[src/hdl/vgn_pkg.sv]
// vgn_pkg: shared constants, register indexes and the command entry type
// for the volume gradient normal block. No dependencies.
package vgn_pkg;

	localparam int MAX_SIDE   = 64;
	localparam int SIDE_W     = 7;
	localparam int COORD_W    = 6;
	localparam int OFF_W      = 5;
	localparam int DENS_W     = 8;
	localparam int NRM_W      = 16;
	localparam int FRAC_BITS  = 14;
	localparam int ADDR_W     = 18;
	localparam int WH_W       = 13;
	localparam int WN_W       = 11;
	localparam int WHN_W      = 17;
	localparam int DIFF_W     = 9;
	localparam int SQ_W       = 16;
	localparam int SUM_W      = 18;
	localparam int Q_W        = FRAC_BITS + 1;
	localparam int TSQ_W      = 2 * Q_W;
	localparam int PROD_W     = TSQ_W + SUM_W;
	localparam int BIT_W      = 4;
	localparam int CFG_IDX_W  = 2;

	typedef enum logic [CFG_IDX_W-1:0] {
		CFG_WIDTH  = 2'd0,
		CFG_HEIGHT = 2'd1,
		CFG_DEPTH  = 2'd2,
		CFG_OFFSET = 2'd3
	} cfg_idx_t;

	// one classified request handed from front to back
	typedef struct packed {
		logic               is_load;
		logic               err;
		logic               border;
		logic [DENS_W-1:0]  dens;
		logic [ADDR_W-1:0]  base;
		logic [OFF_W-1:0]   off_x;
		logic [WN_W-1:0]    off_y;
		logic [WHN_W-1:0]   off_z;
	} cmd_t;

endpackage

[src/hdl/vgn_queue.sv]
// vgn_queue: two-entry command queue between front and back.
// Depends on vgn_pkg.
module vgn_queue (
	input  logic          clk,
	input  logic          arst_n,
	input  logic          push,
	input  vgn_pkg::cmd_t push_cmd,
	output logic          full,
	input  logic          pop,
	output logic          empty,
	output vgn_pkg::cmd_t head
);
	vgn_pkg::cmd_t slot_q [2];
	logic          wr_q, rd_q;
	logic [1:0]    cnt_q;

	assign full  = cnt_q == 2'd2;
	assign empty = cnt_q == 2'd0;
	assign head  = slot_q[rd_q];

	always_ff @(posedge clk or negedge arst_n) begin
		if (!arst_n) begin
			wr_q  <= 1'b0;
			rd_q  <= 1'b0;
			cnt_q <= '0;
		end else begin
			if (push)
				wr_q <= !wr_q;
			if (pop)
				rd_q <= !rd_q;
			if (push && !pop)
				cnt_q <= cnt_q + 2'd1;
			else if (pop && !push)
				cnt_q <= cnt_q - 2'd1;
		end
	end

	always_ff @(posedge clk) begin
		if (push)
			slot_q[wr_q] <= push_cmd;
	end
endmodule

[config.mk]
export PLATFORM = sky130hd
export DESIGN_NAME = vgn_queue
export DESIGN_NICKNAME = d
export VERILOG_FILES = /design/src/hdl/vgn_pkg.sv /design/src/hdl/vgn_queue.sv
export SDC_FILE = /design/constraint.sdc
export NUM_CORES = 1
export LEC_CHECK = 0
export BUFFER_PORTS_ARGS = -buffer_cell sky130_fd_sc_hd__buf_2
export CAP_MARGIN = 20
export CORE_UTILIZATION = 52
export CTS_CLUSTER_DIAMETER = 40
export CTS_CLUSTER_SIZE = 24
export DETAILED_ROUTE_END_ITERATION = 7
export PLACE_DENSITY = 0.79
export SYNTH_ARGS = -nofsm -noshare
export SYNTH_HDL_FRONTEND = slang
export SYNTH_SLANG_ARGS = --single-unit
[constraint.sdc]
create_clock -name clk -period 4.13 [get_ports clk]
set_clock_uncertainty 0.15 [all_clocks]
set_input_delay 0.413 -clock clk [delete_from_list [all_inputs] [get_ports clk]]
set_output_delay 0.413 -clock clk [all_outputs]
set_load 0.05 [all_outputs]
Word level (Yosys, flattened, before mapping)
Memory sizes are Yosys's and may differ from the RTL's.
Index checks and enable logic that the tools add are counted.
{ "op_classes": {"n_eq_ne": 1, "reduce_logical": 8, "n_mux": 4, "addsub": 2} }
{ "ops": {"columns": ["cell", "n"], "rows": [
  ["1-bit zero test", 4],
  ["2-bit 2-to-1 mux", 2],
  ["2-bit by 1-bit adder with 2-bit output, second input constant", 1],
  ["2-bit equality test, second input constant", 1],
  ["1-bit logical AND", 2],
  ["2-bit zero test", 1],
  ["1-bit 2-to-1 mux", 2],
  ["2-bit nonzero test", 1],
  ["2-bit by 1-bit subtractor with 2-bit output, second input constant", 1]
]} }
{ "word_totals": {"mem_bits_rw": 124, "mem_count": 1, "ff_bits": 4} }
{ "memory_table": {"columns": ["memory", "words", "width", "read_ports", "rd_clocked_by_memory_dff", "write_ports", "line", "source"], "rows": [
  ["slot_q", 2, 62, 1, 0, 1, "vgn_queue.sv:13", "vgn_pkg::cmd_t slot_q [2];"]
]} }

Longest topological paths before layout
{ "depth": {"ltp_word": 4, "ltp_mapped": 5, "ltp_nobuf": 5} }

Worst setup path before layout
Ideal clock, no wire load.
{ "synth_path": {"path_kind": "reg-to-reg", "start": "reg wr_q", "end": "mem slot_q[0][0] (netlist bit) (enable)", "t_arrival_ns": 3.159, "synth_period_minus_slack_ns": 3.799, "required_time_ns": 3.490, "stages_incl_launch_ff": 2, "path_slack_ns": 0.331, "setup_time_ns": 0.490, "n_path_buf": 0, "path_cell_list": "dfrtp_1 -> nor2b_1"} }
{ "synth_lines": {"columns": ["element", "line", "source"], "rows": [
  ["start, declared", "vgn_queue.sv:14", "logic wr_q, rd_q;"],
  ["start signal, assigned", "vgn_queue.sv:28", "wr_q <= !wr_q;"],
  ["end, declared", "vgn_queue.sv:13", null]
]} }
No word-level cell before the write port.

==> metrics.yaml <==
setup_path:
  cp-start-kind: "flop"
  r2r_slack_ps: 2030
  cpMaxStageDelayCell: "dfrtp_4"
  path_delay_family: "flip-flops"
  cp_num_buf_inv: 2
  worst-path-max-fanout: 49
  worst-setup-path-type: "flop to output pin"
  crit_chain: "buf_4 -> mux2_4 -> buf_2"
  crit_path_max_incr_delay_ps: 1030
  cp-end-kind: "output pin"
  crit_required_ps: 3570
  critPathArrivalTime_ps: 2430
synth:
  synth-async-reset-ratio_pct: 3.125
  syn_nets: 276
  synth_edf_count: 124
  yosysTopAreaCell: "edfxtp_1"
  synth.top_cell.area_share_pct: 75.06
  synth_warnings: 0
  avgSynthCellArea_sq_um: 23.74
  synth_common_cells: "edfxtp_1, mux2_4, buf_12"
  synthFlopType: "edfxtp_1"
  synth_most_common_cell: "edfxtp_1"
  synthCells: 209
  yosys-top-cells-area: "edfxtp_1, mux2_4, buf_12, dfrtp_1, xor2_1"
  ys_seq_elements: 128
  yosys.cell_types.count: 13
  syn_area_sq_um: 4961
  yosysSeqAreaShare_pct: 77.07
sta:
  slew_headroom_pct: 39.82
  setup_total_negative_slack_ps: 0
  fin_crit_sh_pct: 72.55
  hold_viol: 0
  fmax_mhz: 333.7
  rsz0062_at_grt: "no"
  fin_crit_ps: 2996
  setup_violations: 0
  slew_violations: 0
  worstMarginPinSlew_ps: 902.7
layout:
  antenna_cells: 0
  final_cells: 561
  area_delta_synth_final_pct: 40.55
  drive_gt1_share_pct: 52.78
  fill_cells: 518
  layout.nets: 486
pwr:
  leakage_nw: 2.859
  peakVddDrop_mv: 0.4105
  p_per_area_nw_per_um2: 796.8
  total_power_mw: 5.556
floorplanning:
  die_h_um: 99.68
  io_pins: 130
  start_util_pct: 53.69
  die_width_um: 99.68
  num_rows: 35
  core_area_sq_um: 9240
  die_area_sq_um: 9935
clocking:
  cts_buffer_depth: 2
  post_cts_resize_count: 0
  numCtsBuffers: 17
  clock_sinks: 128
  clk_pin_slew_ps: 60
  htreeDepth: 4
  clk_latency_ps: 500
  root_buffer: "clkbuf_8"
  cts_tree: "done"
global_route:
  grt_pass1_vias: 2870
  antenna_found_initial: 0
  grt_max_degree: 50
  grt-ovfl-total: 0
  grt_pass1_wl_um: 13950
  track_usage_pct: 19.56
drt:
  drt-initial-drc-count: 77
  ant_nets: 0
  viasPerCell: 4.763
  drt-total-wl_um: 9137
  firstDrtPassIters: 4
  vias: 2672
  routedWlPerCell_um: 16.29
  drc: 0
min_path:
  hp-class: "primary input to async pin"
place:
  port_buffers: 129
  hpwl_um: 4850
  dp_cells: 464
  gp_congestion: 0.7161
run:
  maxCapViolations: 0
run_status:
  status: "completed"
-- logic make-up after synthesis --
logic type    share of synthesized area (%)
flops                                 77.07
buf+inv                               2.724
mux                                   18.54
simple gates                         0.5297
xor+xnor                             0.8827
fa+ha+maj                            0.2522
-- cell usage in the layout (no fill, tap or decap), drive strengths merged --
cell / instances
xor2: 4
buf: 133
inv: 2
nor2b: 2
ha: 1
nor2: 2
xnor2: 1
clkinvlp: 3
clkbuf: 17
mux2: 62
dlygate4sd3: 65
clkinv: 6
and2: 1
edfxtp: 124
bufinv: 5
dfrtp: 4
-- worst paths after layout --
kind | startpoint | end | cells past startpoint
worst max-delay path | rd_q | head[4] | 3
worst min-delay path | arst_n | cnt_q[0] | 2
worst max register to register | wr_q | slot_q[1][11] | 2
worst min register to register | cnt_q[1] | cnt_q[1] | 1
max in group asynchronous | arst_n | rd_q | 2
min in group clk | cnt_q[1] | cnt_q[1] | 1
-- metrics by stage --
step / area, sq um / setup WS (ps) / hold slack [ps] / util (%)
3_5_place_dp: 5692 / 1648 / 73.10 / 61.60
6_report: 6973 / 1134 / 88.22 / 75.46
5_1_grt: 6973 / 1020 / 80.51 / 75.46
4_1_cts: 6973 / 1085 / 70.22 / 75.46
3_3_place_gp: 5692 / 1667 / 69.79 / 61.60
2_1_floorplan: 4961 / 331.0 / -32.59 / -
-- what timing repair did --
item                                   4_1_cts  5_1_grt
setup buffers                                0        0
endpoints found under the hold margin      130        0
hold buffers                                65        0
-- flip-flops by register name, summed over array words and instances (netlist names) --
register	flops
cnt_q	2
wr_q	1
rd_q	1
slot_q	124
-- layout make-up --
cell class	instances	area [sq um]	share of cell area [%]
clock buffer	17	414.1	5.939
clock inverter	15	216.5	3.104
inverter	1	3.754	0.05383
multi-input combinational	73	1011	14.50
sequential	128	3827	54.89
tap	129	161.4	2.315
timing repair buffer	198	1339	19.20
-- where the power goes --
part           switching (mW)  total [mW]  internal, mW
registers               0.205        1.93          1.73
logic                    1.33        2.05         0.718
clock network           0.533        1.57          1.04
-- metal layers --
layer | up-vias | part of all wire [%] | track usage [%]
met5 | - | 0 | 0
met4 | 0 | 1.1 | 7.579
met1 | 1307 | 39 | 20.74
li1 | 1248 | - | -
met3 | 11 | 5.4 | 6.606
met2 | 106 | 55 | 35.70
No activity file was read; power rests on OpenSTA's default activity.
