$ cat src/hdl/vgn_pkg.sv
// vgn_pkg: shared constants, register indexes and the command entry type
// for the volume gradient normal block. No dependencies.
package vgn_pkg;

	localparam int MAX_SIDE   = 64;
	localparam int SIDE_W     = 7;
	localparam int COORD_W    = 6;
	localparam int OFF_W      = 5;
	localparam int DENS_W     = 8;
	localparam int NRM_W      = 16;
	localparam int FRAC_BITS  = 14;
	localparam int ADDR_W     = 18;
	localparam int WH_W       = 13;
	localparam int WN_W       = 11;
	localparam int WHN_W      = 17;
	localparam int DIFF_W     = 9;
	localparam int SQ_W       = 16;
	localparam int SUM_W      = 18;
	localparam int Q_W        = FRAC_BITS + 1;
	localparam int TSQ_W      = 2 * Q_W;
	localparam int PROD_W     = TSQ_W + SUM_W;
	localparam int BIT_W      = 4;
	localparam int CFG_IDX_W  = 2;

	typedef enum logic [CFG_IDX_W-1:0] {
		CFG_WIDTH  = 2'd0,
		CFG_HEIGHT = 2'd1,
		CFG_DEPTH  = 2'd2,
		CFG_OFFSET = 2'd3
	} cfg_idx_t;

	// one classified request handed from front to back
	typedef struct packed {
		logic               is_load;
		logic               err;
		logic               border;
		logic [DENS_W-1:0]  dens;
		logic [ADDR_W-1:0]  base;
		logic [OFF_W-1:0]   off_x;
		logic [WN_W-1:0]    off_y;
		logic [WHN_W-1:0]   off_z;
	} cmd_t;

endpackage

$ cat src/hdl/vgn_front.sv
// vgn_front: configuration registers, request classification and address
// generation in two stages. Depends on vgn_pkg.
module vgn_front (
	input  logic                          clk,
	input  logic                          arst_n,
	input  logic                          cfg_we,
	input  logic [vgn_pkg::CFG_IDX_W-1:0] cfg_index,
	input  logic [vgn_pkg::SIDE_W-1:0]    cfg_wdata,
	input  logic                          in_valid,
	output logic                          in_ready,
	input  logic                          in_op,
	input  logic [31:0]                   in_data,
	output logic                          push,
	output vgn_pkg::cmd_t                 push_cmd,
	input  logic                          q_full
);
	logic [vgn_pkg::SIDE_W-1:0] w_q, h_q, d_q, clamped;
	logic [vgn_pkg::OFF_W-1:0]  n_q;
	logic [vgn_pkg::WH_W-1:0]   wh_q;

	logic                        valid_s1, op_s1;
	logic [vgn_pkg::COORD_W-1:0] x_s1, y_s1, z_s1;
	logic [vgn_pkg::DENS_W-1:0]  dens_s1;
	logic                        in_vol, border, adv1, adv2;

	logic                        valid_s2, op_s2, err_s2, border_s2;
	logic [vgn_pkg::DENS_W-1:0]  dens_s2;
	logic [vgn_pkg::ADDR_W-1:0]  whz_s2;
	logic [vgn_pkg::WH_W-1:0]    wy_s2;
	logic [vgn_pkg::COORD_W-1:0] x_s2;
	logic [vgn_pkg::OFF_W-1:0]   n_s2;
	logic [vgn_pkg::WN_W-1:0]    wn_s2;
	logic [vgn_pkg::WHN_W-1:0]   whn_s2;

	always_comb begin
		if (cfg_wdata == '0)
			clamped = vgn_pkg::SIDE_W'(1);
		else if (cfg_wdata > vgn_pkg::SIDE_W'(vgn_pkg::MAX_SIDE))
			clamped = vgn_pkg::SIDE_W'(vgn_pkg::MAX_SIDE);
		else
			clamped = cfg_wdata;
	end

	always_ff @(posedge clk or negedge arst_n) begin
		if (!arst_n) begin
			w_q  <= vgn_pkg::SIDE_W'(vgn_pkg::MAX_SIDE);
			h_q  <= vgn_pkg::SIDE_W'(vgn_pkg::MAX_SIDE);
			d_q  <= vgn_pkg::SIDE_W'(vgn_pkg::MAX_SIDE);
			n_q  <= vgn_pkg::OFF_W'(1);
			wh_q <= vgn_pkg::WH_W'(vgn_pkg::MAX_SIDE * vgn_pkg::MAX_SIDE);
		end else begin
			if (cfg_we) begin
				case (cfg_index)
					vgn_pkg::CFG_WIDTH:  w_q <= clamped;
					vgn_pkg::CFG_HEIGHT: h_q <= clamped;
					vgn_pkg::CFG_DEPTH:  d_q <= clamped;
					vgn_pkg::CFG_OFFSET: n_q <= cfg_wdata[vgn_pkg::OFF_W-1:0];
					default: ;
				endcase
			end
			wh_q <= vgn_pkg::WH_W'(w_q * h_q);
		end
	end

	assign adv2     = valid_s2 && !q_full;
	assign adv1     = valid_s1 && (!valid_s2 || adv2);
	assign in_ready = !valid_s1 || adv1;

	assign in_vol = ({1'b0, x_s1} < w_q) && ({1'b0, y_s1} < h_q) && ({1'b0, z_s1} < d_q);
	assign border = ({1'b0, x_s1} < {2'b0, n_q}) || ({1'b0, x_s1} + {2'b0, n_q} >= w_q)
		|| ({1'b0, y_s1} < {2'b0, n_q}) || ({1'b0, y_s1} + {2'b0, n_q} >= h_q)
		|| ({1'b0, z_s1} < {2'b0, n_q}) || ({1'b0, z_s1} + {2'b0, n_q} >= d_q);

	always_ff @(posedge clk or negedge arst_n) begin
		if (!arst_n) begin
			valid_s1 <= 1'b0;
			valid_s2 <= 1'b0;
		end else begin
			if (in_ready)
				valid_s1 <= in_valid;
			if (adv1)
				valid_s2 <= 1'b1;
			else if (adv2)
				valid_s2 <= 1'b0;
		end
	end

	always_ff @(posedge clk) begin
		if (in_valid && in_ready) begin
			op_s1   <= in_op;
			x_s1    <= in_data[5:0];
			y_s1    <= in_data[11:6];
			z_s1    <= in_data[17:12];
			dens_s1 <= in_data[25:18];
		end
		if (adv1) begin
			op_s2     <= op_s1;
			err_s2    <= !in_vol;
			border_s2 <= border;
			dens_s2   <= dens_s1;
			whz_s2    <= vgn_pkg::ADDR_W'(wh_q * z_s1);
			wy_s2     <= vgn_pkg::WH_W'(w_q * y_s1);
			x_s2      <= x_s1;
			n_s2      <= n_q;
			wn_s2     <= vgn_pkg::WN_W'(w_q * n_q);
			whn_s2    <= vgn_pkg::WHN_W'(wh_q * n_q);
		end
	end

	assign push              = adv2;
	assign push_cmd.is_load  = !op_s2;
	assign push_cmd.err      = err_s2;
	assign push_cmd.border   = border_s2;
	assign push_cmd.dens     = dens_s2;
	assign push_cmd.base     = whz_s2 + vgn_pkg::ADDR_W'(wy_s2) + vgn_pkg::ADDR_W'(x_s2);
	assign push_cmd.off_x    = n_s2;
	assign push_cmd.off_y    = wn_s2;
	assign push_cmd.off_z    = whn_s2;
endmodule

$ cat config.mk
export PLATFORM = sky130hd
export DESIGN_NAME = vgn_front
export DESIGN_NICKNAME = d
export VERILOG_FILES = /design/src/hdl/vgn_pkg.sv /design/src/hdl/vgn_front.sv
export SDC_FILE = /design/constraint.sdc
export NUM_CORES = 1
export LEC_CHECK = 0
export BUFFER_PORTS_ARGS = -buffer_cell sky130_fd_sc_hd__buf_4
export CORE_ASPECT_RATIO = 1.5
export CORE_MARGIN = 8
export CORE_UTILIZATION = 65
export DETAILED_ROUTE_END_ITERATION = 8
export MAX_ROUTING_LAYER = met4
export PLACE_DENSITY_LB_ADDON = 0.25
export SYNTH_ARGS = -nofsm -noshare
export SYNTH_HDL_FRONTEND = slang
export SYNTH_SLANG_ARGS = --single-unit
$ cat constraint.sdc
create_clock -name clk -period 16.2 [get_ports clk]
set_input_delay 3.24 -clock clk [delete_from_list [all_inputs] [get_ports clk]]
set_output_delay 3.24 -clock clk [all_outputs]
set_load 0.01 [all_outputs]
---- Word level (Yosys, flattened, before mapping) ----
Cells that the tools add are included.
Widths: inputs -> output; s select.
operators by class
  add/subtract/negate cells ............... 5
  multipliers ............................. 5
  magnitude comparators ................... 10
  equal/unequal tests ..................... 3
  muxes and demuxes ....................... 4
  reductions and logical operators ........ 24
operator list
  cell                number
  $add 6x5->7         3
  $ge 7x7->1          3
  $lt 6x7->1          3
  $add 18x13->18      1
  $add 18x6->18       1
  $lt 6x5->1          3
  $mul 13x6->18       1
  $mul 13x5->17       1
  $mux 7              2
  $mul 7x6->13        1
  $mul 7x7->13        1
  $mul 7x5->11        1
  $reduce_and 2->1    4
  $gt 7x7->1 const B  1
  $logic_not 7->1     1
  $logic_or 1x1->1    7
  $logic_and 1x1->1   5
  $logic_not 1->1     5
  $eq 2x2->1 const B  2
  $eq 2x1->1 const B  1
  $logic_not 2->1     1
  $mux 1              2
  $reduce_bool 2->1   1
word-level totals
  register bits ........................... 149
  input port bits ......................... 47
  output and inout port bits .............. 64
  logic and storage cells ................. 73

---- Depth between registers and ports, before layout ----
Gate-level depths: netlist (run 1).
  depth after elaboration ................. 7
  depth in mapped cells ................... 18
  gate-level depth less buffers ........... 17

---- Worst setup path after synthesis (run 1) ----
Ideal clock, no wire load.
  path type ............................... input port to flip-flop
  start ................................... input q_full
  end ..................................... register border_s2 (enable)
  setup time .............................. 643 ps
  data arrival time ....................... 9126 ps
  required time ........................... 15557 ps
  setup slack ............................. 6431 ps
  cell stages on the path ................. 1
  cell sequence ........................... a21boi_0
between the ends
  cells in the longest elaborated chain, start to end .. 4
ends and longest elaborated chain
  what                    line             RTL
  start: declaration      vgn_front.sv:15  input logic q_full
  $logic_not 1->1         vgn_front.sv:65  assign adv2 = valid_s2 && !q_full;
  $logic_and 1x1->1       vgn_front.sv:65
  $logic_or 1x1->1        vgn_front.sv:66  assign adv1 = valid_s1 && (!valid_s2 || adv2);
  $logic_and 1x1->1       vgn_front.sv:66
  end signal: assignment  vgn_front.sv:99  border_s2 <= border;
  end: declaration        vgn_front.sv:26  logic valid_s2, op_s2, err_s2, border_s2;
Every way passes these cells.
A chain may end at the register's enable or synchronous reset.

---- Worst setup path after layout (run 1) ----
  start ................................... input q_full
  end ..................................... output in_ready
between the ends
  cells in the longest elaborated chain, start to end .. 5
ends and longest elaborated chain
  what               line             RTL
  $logic_not 1->1    vgn_front.sv:65
  $logic_and 1x1->1  vgn_front.sv:65
  $logic_or 1x1->1   vgn_front.sv:66
  $logic_and 1x1->1  vgn_front.sv:66
  $logic_or 1x1->1   vgn_front.sv:67  assign in_ready = !valid_s1 || adv1;
  end: declaration   vgn_front.sv:10  output logic in_ready,
Every way passes these cells.

==> impl_metrics.tcl, run 1 <==
set metrics [dict create \
    synth_flop_cell "edfxtp_1" \
    worst_ep_required_time_ps 12960 \
    viasPerCell 5.65 \
    cts_max_level 4 \
    yosysUniqueCellTypes 64 \
    fill_cells 1621 \
    r2r_setup_slack_ps 11030 \
    synthCells 1539 \
    insertedDiodeCount 0 \
    clockRootBuffer "clkbuf_16" \
    cts_tree "yes" \
    grt_pass1_wl_um 55400 \
    start_util 0.660 \
    synthToLayoutAreaGrowth_pct 11.0 \
    hp-class "reg2reg" \
    nNetsFinal 2023 \
    postLayoutSetupSlackWorst_ps 9320 \
    final_area_mm2 0.0169 \
    portBuffers 104 \
    cts_sinks 149 \
    worstMarginPinSlew_ps 703 \
    cts_buffers 17 \
    seq_area_frac_synth 0.281 \
    routedWlPerCell_um 17.1 \
    path_clk_slew_ps 60 \
    die_h_um 203 \
    avgSynthCellArea_um2 9.89 \
    routed_wl_um 33300 \
    grt_pass1_vias 11900 \
    critPathKind "in2out" \
    hold_buffers 0 \
    power_density_mw_per_mm2 148 \
    status "complete, no violations" \
    slowest_stage "buf_4" \
    cpMostUsedCell "buf_4" \
    dp_hpwl_um 26200 \
    worst-path-buf-inv 2 \
    peakVddDrop_uv 105 \
    r2r-start "w_q[2]" \
    die_w_um 141 \
    setup_viol 0 \
    place_area_mm2 0.0163 \
    syn_area_mm2 0.0152 \
    clk_latency_ps 430 \
    power.leakage_nw 8.21 \
    path_max_fanout 4 \
    drt_iter0_drc 541 \
    finClkSkew_ps 8.16 \
    synth_edf_count 108 \
    crit_path_cell_trace "buf_4 > nand3_1 > buf_4" \
    grt.overflow.total 0 \
    finalCritPeriodShare 0.425 \
    placed_cells 1921 \
    rsz0062_at_grt "no" \
    ys.warnings.count 0 \
    antenna_found_initial 0 \
    dr_total_vias 11000 \
    drv_cap 0 \
    setup_tns_ps 0 \
    track_usage 0.250 \
    dieArea_mm2 0.0287 \
    end_kind "primary output" \
    dp_slack_ps 9320 \
    critical-path-top-delay-family "buffers and inverters" \
    ant_nets 0 \
    relSlewSlack 0.531 \
    cts_resized 0 \
    crit_path_start_kind "input port" \
    fin_cells 1951 \
    ys_ff_latch 149 \
    drc 0 \
    synthArstFlopShare 0.275 \
    grt_max_degree 49 \
    slew_viol_final 0 \
    post_cts_buffers 0 \
    cp.arrival_ps 3640 \
    rows 68 \
    pin_count 111 \
    critPathMaxStageDelay_ps 170 \
    drtPass1Iterations 5 \
    fin_crit_ps 6880 \
    cts_max_path_buffers 2 \
    crit_start "q_full" \
    drive_above_1_share 0.103 \
    fmax_mhz 145 \
    syn-num-nets 1937 \
    design.core.area_mm2 0.0231 \
    holdCritStartpoint "dens_s1[3]" \
    finalHoldViolCount 0 \
    routabilityCongestion 0.946 \
]
[worst paths after layout]
kind,to,cells after the start
max reg2reg,wh_q[12],15
max,in_ready,3
min reg2reg,dens_s2[3],0
min in group asynchronous,valid_s1,1
max in group asynchronous,wh_q[12],1
min,dens_s2[3],0
[logic make-up after synthesis]
logic type / synth area share
DFF: 0.281
muxes: 0.00592
AOI/OAI and AO/OA: 0.0889
and+or+nand+nor: 0.147
buffers and inverters: 0.0708
xor gates and xnor gates: 0.0466
adders and majority gates: 0.360
[routing by layer]
metal / vias up / wire (µm) / GRT usage
met2: 297 / 18300 / 0.465
met1: 5448 / 12500 / 0.252
met3: 94 / 1150 / 0.0297
met5: - / 0 / -
li1: 5185 / - / -
met4: 0 / 1440 / 0.131
[sequential cells by signal, indices dropped and copies added, names as in the netlist, 5 cells and up]
name and cells:
d_q 7, dens_s1 8, dens_s2 8, h_q 7, n_q 5, n_s2 5, w_q 7, wh_q 13
whn_s2 17, whz_s2 18, wn_s2 11, wy_s2 13, x_s1 6, x_s2 6, y_s1 6, z_s1 6
[Yosys cell counts (all sizes together), types with 2 or more instances]
cell type,n,share of area
o31a,2,0.0012
fa,144,0.19
o21a,16,0.0079
a21oi,56,0.019
mux2,8,0.0059
and2,146,0.060
o311ai,4,0.0028
nand3b,2,0.00099
a31oi,4,0.0016
edfxtp,108,0.21
nand3,15,0.0049
a21boi,4,0.0020
a21o,19,0.0094
o2111ai,4,0.0027
xnor2,58,0.033
a221oi,2,0.0012
ha,207,0.17
xor2,23,0.013
buf,3,0.0012
o21bai,9,0.0044
o211ai,5,0.0028
nand2b,16,0.0066
nor2,101,0.025
clkbuf,42,0.010
dfstp,5,0.0086
inv,238,0.059
a211oi,4,0.0020
a2111oi,2,0.0016
nand4,4,0.0016
nor4,2,0.00082
clkinv,2,0.00049
nand2,136,0.034
dfrtp,36,0.059
o41ai,4,0.0023
nor3,18,0.0059
a22oi,2,0.00099
o21ai,57,0.019
o31ai,6,0.0030
a221o,2,0.0013
nor2b,9,0.0037
[area by class of cell]
type / count / area [µm²] / share of cell area
clock buffer: 18 / 429 / 0.0254
clock inverter: 12 / 180 / 0.0107
inverter: 240 / 901 / 0.0533
multi-input combinational: 1105 / 9880 / 0.585
sequential: 149 / 4280 / 0.253
tap: 315 / 394 / 0.0233
timing repair buffer: 112 / 841 / 0.0498
[stage by stage]
| step | hold WS (ps) | utilization | total power, mW |
|---|---|---|---|
| finish | 417 | 0.733 | 2.50 |
| global route | 425 | 0.733 | 2.73 |
| CTS | 420 | 0.733 | 2.52 |
| detailed placement | 405 | 0.707 | 2.10 |
| global placement | 401 | 0.707 | 2.04 |
| floorplan | 400 | - | 1.67 |
[worst reg2reg max path, delay by kind of cell, from the launching register on]
kind / cells / cell delay (ps)
adder cells (fa/ha/maj): 5 / 2090
AO/OA/AOI/OAI: 4 / 1070
flip-flops: 1 / 670
buffers and inverters: 3 / 620
AND/OR/NAND/NOR: 2 / 450
XOR/XNOR: 1 / 180
[power by group]
group,leakage (nW),switching [mW],total (mW),internal [mW]
Combinational,6.36,0.812,1.46,0.646
Sequential,1.56,0.0905,0.627,0.536
Clock,0.281,0.156,0.412,0.256
[cells in the final DEF (no fill, tap or decap), drive strengths merged, types with 56 or more instances in the layout]
| cell type | instances |
|---|---|
| inv | 240 |
| fa | 144 |
| ha | 207 |
| nor2 | 101 |
| nand2 | 136 |
| and2 | 146 |
| a21oi | 56 |
| xnor2 | 58 |
| o21ai | 57 |
| buf | 112 |
| edfxtp | 108 |
Note: power is estimated with default switching activity, not from simulation.
==> run 2, diff against run 1 <==
--- a/config.mk
+++ b/config.mk
@@ -5,10 +5,11 @@
 export SDC_FILE = /design/constraint.sdc
 export NUM_CORES = 1
 export LEC_CHECK = 0
+export ABC_AREA = 1
 export BUFFER_PORTS_ARGS = -buffer_cell sky130_fd_sc_hd__buf_4
 export CORE_ASPECT_RATIO = 1.5
 export CORE_MARGIN = 8
-export CORE_UTILIZATION = 65
+export CORE_UTILIZATION = 63
 export DETAILED_ROUTE_END_ITERATION = 8
 export MAX_ROUTING_LAYER = met4
 export PLACE_DENSITY_LB_ADDON = 0.25
==> constraint.sdc (replaced) <==
create_clock -name clk -period 6.85 [get_ports clk]
set_input_delay 1.37 -clock clk [delete_from_list [all_inputs] [get_ports clk]]
set_output_delay 1.37 -clock clk [all_outputs]
set_load 0.01 [all_outputs]
==> run 2 against run 1 <==
  * Global-route usage grew 1.5 points
  * Wire length grew 17%
  * Worst setup slack lost 6900 ps
  * Clock skew grew 2.4 ps
  * Synthesized cell count grew 35%
  * First-iteration DRC count grew 31%
  * Non-clock buffer count grew 1
  * Combinational power grew to 2.9 times the previous value
  * Die area grew 10%
  * Count of clock-buffer cells in the layout grew 1
  * Critical path type is now reg2reg
  * Largest cell class unchanged
  * Highest routed layer unchanged
==> impl_metrics.tcl, run 2 <==
set metrics [dict create \
    timing.rr.end "wh_q[11]" \
    worstMarginPinSlew_ps 1130 \
    fill_cells 2125 \
    yosysMostFrequentCell "nand2_1" \
    status "complete, no violations" \
    r2r_setup_slack_ps 2440 \
    synth_edf_count 108 \
    cts_sinks 149 \
    grt.overflow.total 0 \
    pin_count 111 \
    portBuffers 104 \
    finalHoldViolCount 0 \
    critPathMaxStageDelay_ps 890 \
    r2r-start "w_q[3]" \
    largest_register "whz_s2" \
    track_usage 0.266 \
    syn_area_mm2 0.0164 \
    relSlewSlack 0.242 \
    slowest_stage "dfrtp_1" \
    avgSynthCellArea_um2 7.94 \
    crit_path_start_kind "flop" \
    utilization 0.699 \
    synthTopCellsByArea "edfxtp_1 (20%), fa_1 (18%), ha_1 (16%)" \
    clk_latency_ps 450 \
    cp.depth 15 \
    cts_resized 0 \
    yosysUniqueCellTypes 35 \
    power_density_mw_per_mm2 371 \
    yosys.area.top_type "edfxtp_1" \
    grt_max_degree 53 \
    ant_nets 0 \
    setup_viol 0 \
    nNetsFinal 2542 \
    clockRootBuffer "clkbuf_16" \
    dp_hpwl_um 30300 \
    cts_tree "yes" \
    reg_top3 "whz_s2 (18), whn_s2 (17)" \
    hold_buffers 0 \
    finalCritPeriodShare 0.644 \
    syn-num-nets 2469 \
    drtPass1Iterations 7 \
    synthArstFlopShare 0.275 \
    antenna_found_initial 0 \
    drv_cap 0 \
    cp-endpoint "wh_q[11]" \
    synthToLayoutAreaGrowth_pct 9.65 \
    seq_area_frac_synth 0.260 \
    drive_above_1_share 0.0788 \
    layout_common_cells "nand2_1 (571), inv_1 (545), ha_1 (207)" \
    place_area_mm2 0.0175 \
    crit_path_cell_trace "nand2_1 > fa_1 > fa_1 > inv_1 > fa_1 > inv_1 > fa_1 > inv_1 > ha_1 > nand2_1 > nor2_1 > o21ai_0 > nand3_1 > nand2_1 > nand2_1" \
    power.leakage_nw 10.8 \
    cts_max_path_buffers 2 \
    grt_pass1_vias 13800 \
    dr_total_vias 13200 \
    critical-path-top-delay-family "adder cells" \
    grt_pass1_wl_um 64600 \
    dieArea_mm2 0.0316 \
    fmax_mhz 227 \
    die_h_um 214 \
    die_w_um 148 \
    cp.arrival_ps 4740 \
    post_cts_buffers 0 \
    largest_reg_flops 18 \
    design.core.area_mm2 0.0258 \
    cts_buffers 17 \
    ys_ff_latch 149 \
    hp-class "reg2reg" \
    fin_crit_ps 4410 \
    setup_tns_ps 0 \
    synth.top_cells.by_count "nand2_1 (571), inv_1 (545), ha_1 (207), fa_1 (144), edfxtp_1 (108)" \
    crit_start "w_q[3]" \
    cts_max_level 4 \
    routed_wl_um 38900 \
    routedWlPerCell_um 15.6 \
    final_area_mm2 0.0180 \
    routabilityCongestion 0.962 \
    insertedDiodeCount 0 \
    viasPerCell 5.28 \
    worst_ep_required_time_ps 7190 \
    start_util 0.638 \
    mostFrequentLayoutCell "nand2_1" \
    path_clk_slew_ps 70 \
    worst-path-buf-inv 3 \
    peakVddDrop_uv 451 \
    ys.warnings.count 0 \
    synth_flop_cell "edfxtp_1" \
    rsz0062_at_grt "no" \
    path_max_fanout 19 \
    critPathKind "reg2reg" \
    reg2regPathDepth 15 \
    synth_top_area_share 0.197 \
    rows 72 \
    drc 0 \
    drt_iter0_drc 708 \
    synthCells 2071 \
    slew_viol_final 0 \
    end_kind "flop" \
    finClkSkew_ps 10.5 \
]
## run 2: layout make-up
type | count | area [µm²] | share of cell area
repair buffers | 113 | 848 | 0.0471
inverters | 547 | 2050 | 0.114
flip-flops and latches | 149 | 4280 | 0.237
well taps | 333 | 417 | 0.0231
clock buffers | 19 | 433 | 0.0240
multi-input cells | 1316 | 9860 | 0.547
clock inverters | 13 | 135 | 0.00750
## run 2: logic make-up after synthesis
logic type      after synthesis  share of synthesized area
simple gates                755                      0.184
compound gates              148                     0.0487
buf+inv                     606                      0.140
fa+ha+maj                   351                      0.333
xor+xnor                     62                     0.0335
flops                       149                      0.260
## run 2: metrics by stage
| step | worst slack, ps | hold WS [ps] | total power [mW] | instances |
|---|---|---|---|---|
| 4_1_cts | 2460 | 422 | 6.73 | 2490 |
| 2_1_floorplan | 1430 | 400 | 4.47 | 2071 |
| 3_5_place_dp | 2480 | 407 | 5.77 | 2458 |
| 3_3_place_gp | 2560 | 400 | 5.63 | 2458 |
| 6_report | 2440 | 420 | 6.68 | 2490 |
| 5_1_grt | 2240 | 431 | 7.37 | 2490 |
## run 2: metal layers
metal / vias up / global-route usage / wire [µm]
met1: 6252 / 0.257 / 14000
met5: - / - / 0
li1: 6366 / - / -
met3: 143 / 0.0363 / 1670
met4: 0 / 0.167 / 2180
met2: 392 / 0.493 / 21000
## run 2: worst min-delay path by stage
stage,start,end,slack (ps),depth (start not counted)
2_1_floorplan,dens_s1[0],dens_s2[0],400,0
3_3_place_gp,dens_s1[1],dens_s2[1],400,0
3_5_place_dp,dens_s1[0],dens_s2[0],410,0
4_1_cts,dens_s1[0],dens_s2[0],420,0
5_1_grt,dens_s1[4],dens_s2[4],430,0
6_report,dens_s1[0],dens_s2[0],420,0
## run 2: report_power, final
group	internal (mW)	switching (mW)	total, mW
Clock	0.511	0.413	0.925
Combinational	1.64	2.57	4.21
Sequential	1.29	0.253	1.55
==> run 3, diff against run 2 <==
--- a/config.mk
+++ b/config.mk
@@ -9,7 +9,7 @@
 export BUFFER_PORTS_ARGS = -buffer_cell sky130_fd_sc_hd__buf_4
 export CORE_ASPECT_RATIO = 1.5
 export CORE_MARGIN = 8
-export CORE_UTILIZATION = 63
+export CORE_UTILIZATION = 57
 export DETAILED_ROUTE_END_ITERATION = 8
 export MAX_ROUTING_LAYER = met4
 export PLACE_DENSITY_LB_ADDON = 0.25
==> constraint.sdc (replaced) <==
create_clock -name clk -period 4 [get_ports clk]
set_input_delay 0.8 -clock clk [delete_from_list [all_inputs] [get_ports clk]]
set_output_delay 0.8 -clock clk [all_outputs]
set_load 0.01 [all_outputs]
==> run 3 against run 2 <==
  * Worst setup slack got worse by 2300 ps
  * Highest routed layer unchanged
  * Global-route usage fell by 2.9 points
  * Register-to-register slack got worse by 2300 ps
  * Core utilization fell by 4.4 points
==> impl_metrics.tcl, run 3 (synthesis gave the netlist of run 2 again) <==
set metrics [dict create \
    status "complete, no violations" \
    crit_path_start_kind "flop" \
    crit_path_cell_trace "nand2_1 > fa_1 > fa_1 > inv_1 > fa_1 > inv_1 > fa_1 > inv_1 > ha_4 > nand2_1 > nor2_1 > o21ai_2 > nand3_1 > nand2_1 > nand2_1" \
    grt_pass1_wl_um 63900 \
    critPathKind "reg2reg" \
    clockRootBuffer "clkbuf_16" \
    finClkSkew_ps 14.6 \
    dp_hpwl_um 30300 \
    track_usage 0.237 \
    swShare 0.467 \
    layout_common_cells "nand2_1 (571), inv_1 (545), ha_1 (205)" \
    die_w_um 155 \
    routedWlPerCell_um 14.9 \
    drive_above_1_share 0.108 \
    comb_power_share 0.647 \
    cts_max_path_buffers 2 \
    relSlewSlack 0.264 \
    setup_tns_ps 0 \
    cts_tree "yes" \
    slowest_stage "fa_1" \
    hp-class "in2async" \
    antenna_found_initial 0 \
    fin_cells 2569 \
    path_max_fanout 4 \
    drt_iter0_drc 583 \
    fin_crit_ps 3820 \
    worst-path-buf-inv 3 \
    cts_buffers 17 \
    largest_reg_flops 18 \
    setup_viol 0 \
    clk_latency_ps 450 \
    die_h_um 224 \
    top_layer "met4" \
    p_int_mw 6.34 \
    ant_nets 0 \
    cts_max_level 4 \
    portBuffers 104 \
    cts_sinks 149 \
    finalHoldViolCount 0 \
    largest_register "whz_s2" \
    end_kind "flop" \
    slew_viol_final 0 \
    routed_wl_um 38400 \
    worst_ep_required_time_ps 4340 \
    dieArea_mm2 0.0346 \
    viasPerCell 5.15 \
    placed_cells 2527 \
    dr_total_vias 13200 \
    rsz0062_at_grt "no" \
    insertedDiodeCount 0 \
    power_frac_seq 0.213 \
    power_density_mw_per_mm2 635 \
    wl_met3_um 1390 \
    power.leakage_nw 11.2 \
    grt.overflow.total 0 \
    fmax_mhz 262 \
    wl_met1_um 15100 \
    p_switching_mw 5.54 \
    path_clk_slew_ps 70 \
    finalCritPeriodShare 0.955 \
    cp.arrival_ps 4160 \
    grt_max_degree 59 \
    synthToLayoutAreaGrowth_pct 13.8 \
    worstMarginPinSlew_ps 1090 \
    r2r_setup_slack_ps 180 \
    drv_cap 0 \
    fill_cells 2397 \
    start_util 0.576 \
    clockPowerShare 0.140 \
    critical-path-top-delay-family "adder cells" \
    critPathMaxStageDelay_ps 540 \
    design.core.area_mm2 0.0285 \
    rows 76 \
    wl_met2_um 20500 \
    nNetsFinal 2603 \
    reg_top3 "whz_s2 (18), whn_s2 (17)" \
    routabilityCongestion 0.934 \
    mostFrequentLayoutCell "nand2_1" \
    grt_pass1_vias 13600 \
    drtPass1Iterations 5 \
    pin_count 111 \
    peakVddDrop_uv 378 \
    drc 0 \
]
run 3: layout make-up:
cell class	instances	area, µm²	area share
multi-input combinational	1316	9890	0.529
sequential	149	4280	0.229
inverter	547	2050	0.110
timing repair buffer	174	1430	0.0766
tap	351	439	0.0235
clock buffer	18	429	0.0230
clock inverter	14	171	0.00917
run 3: power groups by stage:
stage	clock, mW	sequential [mW]	combinational [mW]
2_1_floorplan	0	2.43	5.23
3_3_place_gp	0	2.56	7.45
3_5_place_dp	0	2.57	7.62
4_1_cts	1.69	2.54	7.69
5_1_grt	1.74	2.57	8.76
6_report	1.66	2.54	7.68
run 3: metrics by stage:
| stage | utilization | hold WS [ps] | setup slack (ps) | instance area (µm²) | power (mW) |
|---|---|---|---|---|---|
| 4_1_cts | 0.650 | 315 | 62.0 | 18500 | 11.9 |
| 3_5_place_dp | 0.629 | 405 | 12.1 | 17900 | 10.2 |
| 6_report | 0.655 | 309 | 180 | 18700 | 11.9 |
| 2_1_floorplan | - | 400 | 32.8 | 16400 | 7.66 |
| 3_3_place_gp | 0.629 | 400 | 65.0 | 17900 | 10.0 |
| 5_1_grt | 0.655 | 341 | 8.38 | 18700 | 13.1 |
run 3: routing by layer:
metal | track usage | up-vias
met5 | - | -
met4 | 0.113 | 0
li1 | - | 6496
met1 | 0.249 | 6332
met3 | 0.0309 | 83
met2 | 0.431 | 310
run 3: final timing paths:
path	from	endpoint	depth (start not counted)
min in group clk	op_s1	op_s2	0
worst max-delay path	h_q[6]	wh_q[11]	15
worst max register to register	h_q[6]	wh_q[11]	15
max in group asynchronous	arst_n	wh_q[8]	1
worst min register to register	op_s1	op_s2	0
worst min-delay path	arst_n	valid_s2	1
run 3: repair_timing:
| item | in CTS | in global routing |
|---|---|---|
| pin swaps | 0 | 3 |
| resized for setup | 1 | 13 |
| endpoints found under the setup margin | 1 | 15 |
| hold buffers | 0 | 0 |
| buffers inserted | 0 | 10 |
